## config.mk

```make
export PLATFORM = sky130hd
export DESIGN_NAME = twelve_hour_clock_with_set_buttons_flat
export DESIGN_NICKNAME = d
export VERILOG_FILES = /design/src/rtl/thc_pkg.sv /design/src/rtl/thc_cmd_if.sv /design/src/rtl/thc_disp_if.sv /design/src/rtl/thc_cfg.sv /design/src/rtl/thc_core.sv /design/src/rtl/twelve_hour_clock_with_set_buttons.sv /design/src/flat_wrapper.sv
export SDC_FILE = /design/constraint.sdc
export NUM_CORES = 1
export LEC_CHECK = 0
export ABC_AREA = 1
export BUFFER_PORTS_ARGS = -buffer_cell sky130_fd_sc_hd__buf_2
export CAP_MARGIN = 20
export CELL_PAD_IN_SITES_DETAIL_PLACEMENT = 1
export CELL_PAD_IN_SITES_GLOBAL_PLACEMENT = 1
export CORE_MARGIN = 2
export CORE_UTILIZATION = 35
export DETAILED_ROUTE_END_ITERATION = 10
export GPL_TIMING_DRIVEN = 0
export MAX_ROUTING_LAYER = met4
export PLACE_DENSITY_LB_ADDON = 0.12
export SLEW_MARGIN = 20
export SYNTH_ARGS = -nofsm -noshare
export SYNTH_HDL_FRONTEND = slang
export SYNTH_SLANG_ARGS = --single-unit
```

## constraint.sdc

```tcl
create_clock -name clk_i -period 21.9 [get_ports clk_i]
set_clock_uncertainty 0.1 [all_clocks]
set_input_delay 4.38 -clock clk_i [delete_from_list [all_inputs] [get_ports clk_i]]
set_output_delay 4.38 -clock clk_i [all_outputs]
set_load 0.01 [all_outputs]
```

## src/rtl/thc_pkg.sv

```systemverilog
// Types, constants and digit helpers shared by the twelve-hour clock block.
`default_nettype none

package thc_pkg;

  localparam int unsigned CfgAddrW = 3;
  localparam int unsigned CfgDataW = 32;

  // Item commands
  localparam logic CmdTick   = 1'b0;
  localparam logic CmdSample = 1'b1;

  // Register indexes, taken from paddr[2]
  localparam logic RegWindowLength   = 1'b0;
  localparam logic RegPressThreshold = 1'b1;

  localparam logic [7:0] WindowLengthRst   = 8'd30;
  localparam logic [7:0] PressThresholdRst = 8'd20;

  localparam logic [5:0] SecondRst = 6'd31;
  localparam logic [5:0] MinuteRst = 6'd52;
  localparam logic [3:0] HourRst   = 4'd2;
  localparam logic [6:0] DayRst    = 7'd15;

  localparam logic [5:0] SecondMax = 6'd59;
  localparam logic [5:0] MinuteMax = 6'd59;
  localparam logic [3:0] HourMax   = 4'd12;
  localparam logic [3:0] HourMin   = 4'd1;
  localparam logic [3:0] HourTen   = 4'd10;
  localparam logic [6:0] DayMax    = 7'd99;
  localparam logic [7:0] HitMax    = 8'd255;

  typedef struct packed {
    logic command;
    logic left_pressed;
    logic center_pressed;
    logic right_pressed;
  } thc_cmd_t;

  typedef struct packed {
    logic       hour_tens;
    logic [3:0] hour_ones;
    logic [2:0] minute_tens;
    logic [3:0] minute_ones;
    logic [5:0] second_value;
    logic [3:0] day_tens;
    logic [3:0] day_ones;
    logic       colon_on;
    logic       hour_leading_blank;
    logic       window_done;
  } thc_disp_t;

  typedef struct packed {
    logic [7:0] window_length;
    logic [7:0] press_threshold;
  } thc_cfg_t;

  // Tens digit of a value below 100: multiply by 205/2048
  function automatic logic [3:0] tens_of(input logic [6:0] v);
    logic [14:0] prod;
    prod = {8'b0, v} * 15'd205;
    return prod[14:11];
  endfunction

  function automatic logic [3:0] ones_of(input logic [6:0] v);
    logic [6:0] t10;
    t10 = {3'b0, tens_of(v)} * 7'd10;
    return 4'(v - t10);
  endfunction

endpackage

`default_nettype wire

```

## src/rtl/thc_cmd_if.sv

```systemverilog
// Input channel carrying tick and button sample items.
`default_nettype none

interface thc_cmd_if;
  import thc_pkg::*;

  logic     valid;
  logic     ready;
  thc_cmd_t payload;

  modport source (output valid, output payload, input ready);
  modport sink   (input valid, input payload, output ready);
endinterface

`default_nettype wire

```

## src/rtl/thc_disp_if.sv

```systemverilog
// Output channel carrying display result items.
`default_nettype none

interface thc_disp_if;
  import thc_pkg::*;

  logic      valid;
  logic      ready;
  thc_disp_t payload;

  modport source (output valid, output payload, input ready);
  modport sink   (input valid, input payload, output ready);
endinterface

`default_nettype wire

```

## src/rtl/thc_cfg.sv

```systemverilog
// APB register file for window length and press threshold.
`default_nettype none

module thc_cfg (
  input  logic                          clk_i,
  input  logic                          rst_ni,
  input  logic                          psel,
  input  logic                          penable,
  input  logic                          pwrite,
  input  logic [thc_pkg::CfgAddrW-1:0]  paddr,
  input  logic [thc_pkg::CfgDataW-1:0]  pwdata,
  output logic [thc_pkg::CfgDataW-1:0]  prdata,
  output logic                          pready,
  output thc_pkg::thc_cfg_t             cfg_o
);
  import thc_pkg::*;

  thc_cfg_t cfg_q;
  logic     wr_en;
  logic     reg_idx;

  assign pready  = 1'b1;
  assign wr_en   = psel && penable && pwrite;
  assign reg_idx = paddr[2];

  always_ff @(posedge clk_i or negedge rst_ni) begin
    if (!rst_ni) begin
      cfg_q.window_length   <= WindowLengthRst;
      cfg_q.press_threshold <= PressThresholdRst;
    end else if (wr_en) begin
      case (reg_idx)
        RegWindowLength:   cfg_q.window_length   <= pwdata[7:0];
        RegPressThreshold: cfg_q.press_threshold <= pwdata[7:0];
        default: ;
      endcase
    end
  end

  always_comb begin
    case (reg_idx)
      RegWindowLength:   prdata = {24'b0, cfg_q.window_length};
      RegPressThreshold: prdata = {24'b0, cfg_q.press_threshold};
      default:           prdata = '0;
    endcase
  end

  assign cfg_o = cfg_q;

endmodule

`default_nettype wire

```

## src/rtl/thc_core.sv

```systemverilog
// Clock and button-window state with its next-state update and digit split.
`default_nettype none

module thc_core (
  input  logic               clk_i,
  input  logic               rst_ni,
  input  logic               step_i,
  input  thc_pkg::thc_cmd_t  item_i,
  input  thc_pkg::thc_cfg_t  cfg_i,
  output thc_pkg::thc_disp_t result_o
);
  import thc_pkg::*;

  logic [5:0] sec_q, sec_d;
  logic [5:0] min_q, min_d;
  logic [3:0] hour_q, hour_d;
  logic [6:0] day_q, day_d;
  logic       colon_q, colon_d;
  logic [7:0] idx_q, idx_d;
  logic [7:0] lh_q, lh_d, ch_q, ch_d, rh_q, rh_d;
  logic [7:0] lh_bump, ch_bump, rh_bump;
  logic       done;

  always_ff @(posedge clk_i or negedge rst_ni) begin
    if (!rst_ni) begin
      sec_q   <= SecondRst;
      min_q   <= MinuteRst;
      hour_q  <= HourRst;
      day_q   <= DayRst;
      colon_q <= 1'b0;
      idx_q   <= '0;
      lh_q    <= '0;
      ch_q    <= '0;
      rh_q    <= '0;
    end else if (step_i) begin
      sec_q   <= sec_d;
      min_q   <= min_d;
      hour_q  <= hour_d;
      day_q   <= day_d;
      colon_q <= colon_d;
      idx_q   <= idx_d;
      lh_q    <= lh_d;
      ch_q    <= ch_d;
      rh_q    <= rh_d;
    end
  end

  // Saturating hit counts including this sample's levels
  assign lh_bump = (item_i.left_pressed   && lh_q != HitMax) ? lh_q + 8'd1 : lh_q;
  assign ch_bump = (item_i.center_pressed && ch_q != HitMax) ? ch_q + 8'd1 : ch_q;
  assign rh_bump = (item_i.right_pressed  && rh_q != HitMax) ? rh_q + 8'd1 : rh_q;

  always_comb begin
    sec_d   = sec_q;
    min_d   = min_q;
    hour_d  = hour_q;
    day_d   = day_q;
    colon_d = colon_q;
    idx_d   = idx_q;
    lh_d    = lh_q;
    ch_d    = ch_q;
    rh_d    = rh_q;
    done    = 1'b0;
    case (item_i.command)
      CmdTick: begin
        colon_d = ~colon_q;
        if (sec_q >= SecondMax) begin
          sec_d = '0;
          if (min_q >= MinuteMax) begin
            min_d = '0;
            if (hour_q >= HourMax) begin
              hour_d = HourMin;
              if (day_q < DayMax) day_d = day_q + 7'd1;
            end else begin
              hour_d = hour_q + 4'd1;
            end
          end else begin
            min_d = min_q + 6'd1;
          end
        end else begin
          sec_d = sec_q + 6'd1;
        end
      end
      CmdSample: begin
        if ({1'b0, idx_q} + 9'd1 < {1'b0, cfg_i.window_length}) begin
          idx_d = idx_q + 8'd1;
          lh_d  = lh_bump;
          ch_d  = ch_bump;
          rh_d  = rh_bump;
        end else begin
          // Close the window: apply each press, then clear the counts
          done  = 1'b1;
          idx_d = '0;
          lh_d  = '0;
          ch_d  = '0;
          rh_d  = '0;
          if (lh_bump > cfg_i.press_threshold)
            day_d = (day_q == 7'd0) ? DayMax : day_q - 7'd1;
          if (rh_bump > cfg_i.press_threshold)
            min_d = (min_q >= MinuteMax) ? 6'd0 : min_q + 6'd1;
          if (ch_bump > cfg_i.press_threshold)
            hour_d = (hour_q >= HourMax) ? HourMin : hour_q + 4'd1;
        end
      end
      default: ;
    endcase
  end

  always_comb begin
    result_o.hour_leading_blank = (hour_d < HourTen);
    result_o.hour_tens          = !(hour_d < HourTen);
    result_o.hour_ones          = (hour_d < HourTen) ? hour_d : hour_d - HourTen;
    result_o.minute_tens        = 3'(tens_of({1'b0, min_d}));
    result_o.minute_ones        = ones_of({1'b0, min_d});
    result_o.second_value       = sec_d;
    result_o.day_tens           = tens_of(day_d);
    result_o.day_ones           = ones_of(day_d);
    result_o.colon_on           = colon_d;
    result_o.window_done        = done;
  end

  a_sec_range: assert property (@(posedge clk_i) disable iff (!rst_ni)
    sec_q <= SecondMax) else $error("seconds out of range");
  a_min_range: assert property (@(posedge clk_i) disable iff (!rst_ni)
    min_q <= MinuteMax) else $error("minutes out of range");
  a_hour_range: assert property (@(posedge clk_i) disable iff (!rst_ni)
    hour_q >= HourMin && hour_q <= HourMax) else $error("hours out of range");
  a_day_range: assert property (@(posedge clk_i) disable iff (!rst_ni)
    day_q <= DayMax) else $error("day count out of range");
  a_idle_hold: assert property (@(posedge clk_i) disable iff (!rst_ni)
    !step_i |=> $stable(sec_q) && $stable(idx_q) && $stable(day_q))
    else $error("state moved without an item");

endmodule

`default_nettype wire

```

## src/rtl/twelve_hour_clock_with_set_buttons.sv

```systemverilog
// Twelve-hour clock with set buttons: top level with input and result registers.
//
// Each accepted item (a clock tick or a button sample) yields exactly one
// result item showing hours, minutes, seconds, day count, colon and blanking
// after the update. The block accepts one item per cycle unless its held item
// waits behind a stalled sink; an accepted item waits in the input register,
// then moves to the result register, and the whole clock/window update sits
// combinationally between them. The input register refills whenever the
// result register is empty or being taken, so a stalled sink holds at most
// two items inside. The two configuration registers sit at byte addresses 0
// (window length) and 4 (press threshold) and must be written only while the
// block is idle.
`default_nettype none

module twelve_hour_clock_with_set_buttons (
  input  logic                         clk_i,
  input  logic                         rst_ni,
  thc_cmd_if.sink                      in_i,
  thc_disp_if.source                   out_o,
  input  logic                         psel,
  input  logic                         penable,
  input  logic                         pwrite,
  input  logic [thc_pkg::CfgAddrW-1:0] paddr,
  input  logic [thc_pkg::CfgDataW-1:0] pwdata,
  output logic [thc_pkg::CfgDataW-1:0] prdata,
  output logic                         pready
);
  import thc_pkg::*;

  thc_cfg_t  cfg;
  thc_cmd_t  item_q;
  logic      item_vld_q;
  thc_disp_t res_q, res_d;
  logic      res_vld_q;
  logic      step;
  logic      in_rdy;

  thc_cfg u_cfg (
    .clk_i   (clk_i),
    .rst_ni  (rst_ni),
    .psel    (psel),
    .penable (penable),
    .pwrite  (pwrite),
    .paddr   (paddr),
    .pwdata  (pwdata),
    .prdata  (prdata),
    .pready  (pready),
    .cfg_o   (cfg)
  );

  thc_core u_core (
    .clk_i    (clk_i),
    .rst_ni   (rst_ni),
    .step_i   (step),
    .item_i   (item_q),
    .cfg_i    (cfg),
    .result_o (res_d)
  );

  // Advance the held item when the result slot is free or draining
  assign step   = item_vld_q && (!res_vld_q || out_o.ready);
  assign in_rdy = !item_vld_q || step;
  assign in_i.ready = in_rdy;

  always_ff @(posedge clk_i or negedge rst_ni) begin
    if (!rst_ni) begin
      item_vld_q <= 1'b0;
      res_vld_q  <= 1'b0;
    end else begin
      if (in_rdy) item_vld_q <= in_i.valid;
      if (step) begin
        res_vld_q <= 1'b1;
      end else if (out_o.ready) begin
        res_vld_q <= 1'b0;
      end
    end
  end

  always_ff @(posedge clk_i) begin
    if (in_rdy && in_i.valid) item_q <= in_i.payload;
    if (step) res_q <= res_d;
  end

  assign out_o.valid   = res_vld_q;
  assign out_o.payload = res_q;

  a_no_drop: assert property (@(posedge clk_i) disable iff (!rst_ni)
    res_vld_q && !out_o.ready |=> res_vld_q) else $error("result dropped");
  a_step_fills: assert property (@(posedge clk_i) disable iff (!rst_ni)
    step |=> res_vld_q) else $error("stepped item left no result");
  a_item_hold: assert property (@(posedge clk_i) disable iff (!rst_ni)
    item_vld_q && !step |=> item_vld_q && $stable(item_q))
    else $error("held item lost");

endmodule

`default_nettype wire

```

## src/flat_wrapper.sv

```systemverilog
// flat-port wrapper written by rule: the top's interface ports become plain ports
module twelve_hour_clock_with_set_buttons_flat import thc_pkg::*;
  (clk_i, rst_ni, psel, penable, pwrite, paddr, pwdata, prdata, pready, in_i_valid, in_i_payload, in_i_ready, out_o_valid, out_o_payload, out_o_ready);
  thc_cmd_if in_i_i ();
  thc_disp_if out_o_i ();
  input  logic clk_i;
  input  logic rst_ni;
  input  logic psel;
  input  logic penable;
  input  logic pwrite;
  input  logic [thc_pkg::CfgAddrW-1:0] paddr;
  input  logic [thc_pkg::CfgDataW-1:0] pwdata;
  output logic [thc_pkg::CfgDataW-1:0] prdata;
  output logic pready;
  input wire logic [$bits(in_i_i.valid)-1:0] in_i_valid;
  input wire logic [$bits(in_i_i.payload)-1:0] in_i_payload;
  output wire logic [$bits(in_i_i.ready)-1:0] in_i_ready;
  output wire logic [$bits(out_o_i.valid)-1:0] out_o_valid;
  output wire logic [$bits(out_o_i.payload)-1:0] out_o_payload;
  input wire logic [$bits(out_o_i.ready)-1:0] out_o_ready;
  assign in_i_i.valid = in_i_valid;
  assign in_i_i.payload = in_i_payload;
  assign in_i_ready = in_i_i.ready;
  assign out_o_valid = out_o_i.valid;
  assign out_o_payload = out_o_i.payload;
  assign out_o_i.ready = out_o_ready;
  twelve_hour_clock_with_set_buttons u_core (.clk_i(clk_i), .rst_ni(rst_ni), .in_i(in_i_i), .out_o(out_o_i), .psel(psel), .penable(penable), .pwrite(pwrite), .paddr(paddr), .pwdata(pwdata), .prdata(prdata), .pready(pready));
endmodule
```

Yosys cells after proc, flatten, opt, wreduce, memory -nomap -nowiden
Index checks and enable logic that the tools add are counted.
Word-level totals
  output and inout port bits: 64
  word-level logic and storage cells: 110
  flip-flop bits (word level): 107
Operators by class
  order comparisons: 9
  reduce and logical (&&, ||, !) cells: 17
  bitwise gates (word level): 3
  equality and inequality tests: 3
  add/subtract/negate cells: 13
  multiply operators: 4
  multiplexer cells: 34
Operator list (count)
  one-hot mux 32 bit (2 select lines): 1
  2-to-1 mux 8 bit: 7
  2-to-1 mux 7 bit: 7
  2-to-1 mux 6 bit: 6
  adder 8 x 1 -> 8 bit (second input constant): 4
  greater-than comparator 8 bit: 3
  2-to-1 mux 4 bit: 6
  != test 8 bit (second input constant): 3
  multiplier 7 x 8 -> 15 bit (second input constant): 1
  multiplier 6 x 8 -> 14 bit (second input constant): 1
  one-hot mux 7 bit (2 select lines): 1
  adder 6 x 1 -> 6 bit (second input constant): 2
  greater-or-equal comparator 6 bit (second input constant): 2
  one-hot mux 6 bit (2 select lines): 1
  adder 8 x 1 -> 9 bit (second input constant): 1
  less-than comparator 9 x 8 -> 1 bit: 1
  one-hot mux 4 bit (2 select lines): 1
  subtractor 4 bit: 2
  adder 7 x 1 -> 7 bit (second input constant): 1
  logical AND 1 bit: 7
  logical NOT 7 bit: 1
  less-than comparator 7 bit (second input constant): 1
  subtractor 7 x 1 -> 7 bit (second input constant): 1
  AND reduction 2 bit: 3
  other kinds (11): 19

Longest topological paths before layout
  depth after elaboration: 10
  gate-level depth with buffers: 45
  mapped depth without buffers: 45

Cells and area by module
From an unflattened synthesis, not the netlist that was laid out.
Second synthesis, totals
  cells, all modules: 1080
  area, all modules: 8634.5 µm²
By module, submodules not included
  thc_core: area an instance 6591.3 µm², instances 1, cells an instance 910, sequential area each 1417.6 µm²
  twelve_hour_clock_with_set_buttons: area an instance 1086.0 µm², instances 1, cells an instance 45, sequential area each 1041.0 µm²
  thc_cfg: area an instance 957.2 µm², instances 1, cells an instance 125, sequential area each 407.9 µm²

Worst setup path after synthesis
No wires, ideal clock.
  path type: input-to-output
  start point: in paddr[2] (netlist name)
  end point: out prdata[5] (netlist name)
  stages: 2
  buffers on the path: 1
  required time: 17.420 ns
  data arrival time: 4.860 ns
  slack: 12.560 ns
  path through: clkbuf_1 > o21ai_0
On the way
  word-level cells in the longest chain between the ends: 2
Ends and longest elaborated chain
  start: declaration: RTL line flat_wrapper.sv:11  | input logic [thc_pkg::CfgAddrW-1:0] paddr;
  NOT 1 bit
  one-hot mux 32 bit (2 select lines) *: RTL line thc_cfg.sv:40  | case (reg_idx)
  end: declaration: RTL line flat_wrapper.sv:13  | output logic [thc_pkg::CfgDataW-1:0] prdata;
Every way passes the cells marked *; elsewhere a longest branch is shown, timed or not. The select of a mux whose other input is x is not followed.

Worst setup path after layout
  start point: in paddr[2] (netlist name)
  end point: out prdata[6] (netlist name)
Same word-level chain as after synthesis.

==> metrics.txt <==
Layout area overhead=13.31%; postcts setup bufs=0; GRT overflow=0; Fmax=102.2 MHz; RSZ-0062 raised after global routing=no; CP max FO=10; Worst Tran Pin Value=0.7218 ns; DRC violation total after the first TritonRoute iteration=254; Root Buffer Master=clkbuf_16; sequential share of the synthesized area=34.07%; gpl congestion=0.8211; vias per cell=4.804; post-synth cell types=54; Via Count=7019; Async S/R FF share, synth=69.16%; WHS=0.3874 ns; Clock Tree Buf Depth=2; hold buffer count at cts=0; Total Power=1572 µW; Final min period=9.781 ns; Residual DRC=0; CP max stage delay=0.38 ns; critical path endpoint=prdata[6]; per-cell routed wire length=15.20 µm; num ports=110; Most used DFF post-synth=dfrtp_1; Worst Hold Class=flop to flop; Worst Setup SP=paddr[2]; die height=159.0 µm; crit-path cells=buf_2, clkbuf_1, o21ai_0, buf_2; Antenna Nets Post-Route=0; final setup fails=0; data arrival time of the critical path=5.30 ns; Worst Setup End Kind=primary output; final hold viol count=0; Clock Latency Late Sink=0.36 ns; CTS Buf Count=9; first-pass GRT wire length=37.22 mm; largest net degree at the start of global routing=48; CTS Sinks=107; pwr dens=164.9 nW/µm²; Slew HR=51.37%; Mapped Cells=1043; share of post-route cells with drive strength above 1=14.36%; drt pass-1 iters=4; Post-DP Area=9240 µm²; hpwl dp=17.40 mm; Die W=159.0 µm; vias in the first global route=7337; Final period util=44.66%; Leak=0.004924 µW; Post-synth EDFFs=33; post-route cell area=9533 µm²; FF-to-FF Start=u_core.u_core.lh_q[0]; Crit-path slowest cell=clkbuf_1; fin. max-slew vios=0; row cnt=56; status=completed; # diodes=0; max_cap viols=0; Clock Pin Slew Worst Setup and Hold Paths=0.07 ns; reg2reg setup slack=13.74 ns; Starting Density=35.74%; H-tree depth=3; worst r2r dst=u_core.out_o.payload[6]; Worst Path Required=17.42 ns; Crit path buffers/inverters=3; I/O Buffers=58; cell family with most CP delay=buffers and inverters; CTS tree=built; Tot GR Track Use=18.62%; CTS resizes=0; Routed WL=22.21 mm; initial antenna violation count=0; Die Area=25290 µm²; CP most frequent cell=buf_2; Post-Synthesis Cell Area=8413 µm²; Worst Hold Depth=2; FF+latch count, synth=107; Crit. path cell count=4; number of synthesis warnings=0; nets@finish=1298; Worst VDD drop=0.09235 mV; mean area per synthesized cell=8.066 µm²; worst setup path class=input port to primary output; Core ar.=23540 µm²; R2R depth=39; Setup TNS=0 ns; Startpoint Class=input port
==> placed cells by master (no fill, tap or decap), types with 13 or more instances in the layout <==
cell and instances:
nand2_2 13, ha_1 99, xor2_1 33, clkbuf_1 16, dfrtp_1 55, buf_2 59, conb_1 25, o22ai_1 16
fa_1 16, buf_4 27, inv_1 171, nand2_1 212, nand3_1 50, dfstp_2 19, nor2_1 50, o21ai_0 101
a21oi_1 38, nor3_1 16, edfxtp_1 33
==> cells in the mapped netlist (4+ instances only) <==
library cell	instances	area share (%)
a21oi_1	38	2.3
buf_4	26	2.3
clkbuf_1	15	0.67
dfrtp_1	55	16
dfstp_2	19	5.9
edfxtp_1	33	12
fa_1	16	3.8
ha_1	99	15
inv_1	171	7.6
inv_2	5	0.22
nand2_1	212	9.5
nand2_2	13	0.97
nand3_1	50	3.0
nand3_2	4	0.48
nor2_1	50	2.2
nor2_2	5	0.37
nor3_1	16	0.95
nor4_1	4	0.30
o211ai_1	10	0.89
o21ai_0	101	6.0
o22ai_1	16	1.2
xor2_1	33	3.4
==> kinds of logic (layout without fill, tap and decap cells) <==
family,after synthesis,count (layout),synth area share (%)
AO/OA/AOI/OAI,186,186,12.39
XOR/XNOR,35,35,3.644
adder cells (fa/ha/maj),115,115,18.53
buffers and inverters,222,298,11.12
flip-flops,107,107,34.07
multiplexers,1,1,0.1190
other,2,25,0.08927
AND/OR/NAND/NOR,375,375,20.03
==> flip-flops by register name, summed over array words and instances, names as in the netlist, 4 cells and up <==
name,cells
u_core.item_q,4
u_core.out_o.payload,29
u_core.u_cfg.cfg_o,16
u_core.u_core.ch_q,8
u_core.u_core.day_q,7
u_core.u_core.hour_q,4
u_core.u_core.idx_q,8
u_core.u_core.lh_q,8
u_core.u_core.min_q,6
u_core.u_core.rh_q,8
u_core.u_core.sec_q,6
==> report_power, final <==
| part | switching, µW | total, µW | internal, µW |
|---|---|---|---|
| logic | 641 | 1030 | 386 |
| registers | 56.0 | 373 | 318 |
| clock network | 80.8 | 170 | 89.7 |
| total | 778 | 1570 | 793 |
==> area by class of cell <==
cell class | count | area [µm²]
Clock buffer | 11 | 232.7
Timing Repair Buffer | 60 | 340.3
Buffer | 44 | 266.5
Fill cell | 2925 | 14010
Tap cell | 319 | 399.1
Multi-Input combinational cell | 737 | 4697
Clock inverter | 5 | 60.06
Inverter | 178 | 670.6
Sequential cell | 107 | 2867
==> worst reg2reg max path: cells and delay by family (launching register included) <==
kind	cells	cell delay, ns
buffers and inverters	7	0.51
adders and majority gates	8	2.71
DFF	1	0.41
xor gates and xnor gates	3	0.65
and+or+nand+nor	18	2.33
AOI/OAI and AO/OA	3	1.20
==> stage by stage <==
step	utilization, %	cells	setup WS (ns)
global route	40.49	1461	12.00
detailed placement	39.25	1445	12.10
CTS	40.49	1461	12.10
floorplan	-	1066	12.56
global placement	39.03	1443	12.11
finish	40.49	1461	12.12
==> worst min-delay path by stage <==
stage,end,from
CTS,u_core.u_cfg.cfg_o[13],u_core.u_cfg.cfg_o[13]
detailed placement,u_core.u_cfg.cfg_o[13],u_core.u_cfg.cfg_o[13]
floorplan,u_core.u_cfg.cfg_o[13],u_core.u_cfg.cfg_o[13]
global placement,u_core.u_cfg.cfg_o[15],u_core.u_cfg.cfg_o[15]
finish,u_core.u_cfg.cfg_o[13],u_core.u_cfg.cfg_o[13]
global route,u_core.u_cfg.cfg_o[11],u_core.u_cfg.cfg_o[11]
==> per-layer routing <==
metal	GRT usage, %	share of wire, %	vias up
met2	33.12	51	58
met3	2.605	1.8	15
met5	-	0	-
li1	-	-	3544
met1	22.63	46	3402
met4	3.554	1.2	0
(Power assumes the default switching activity.)
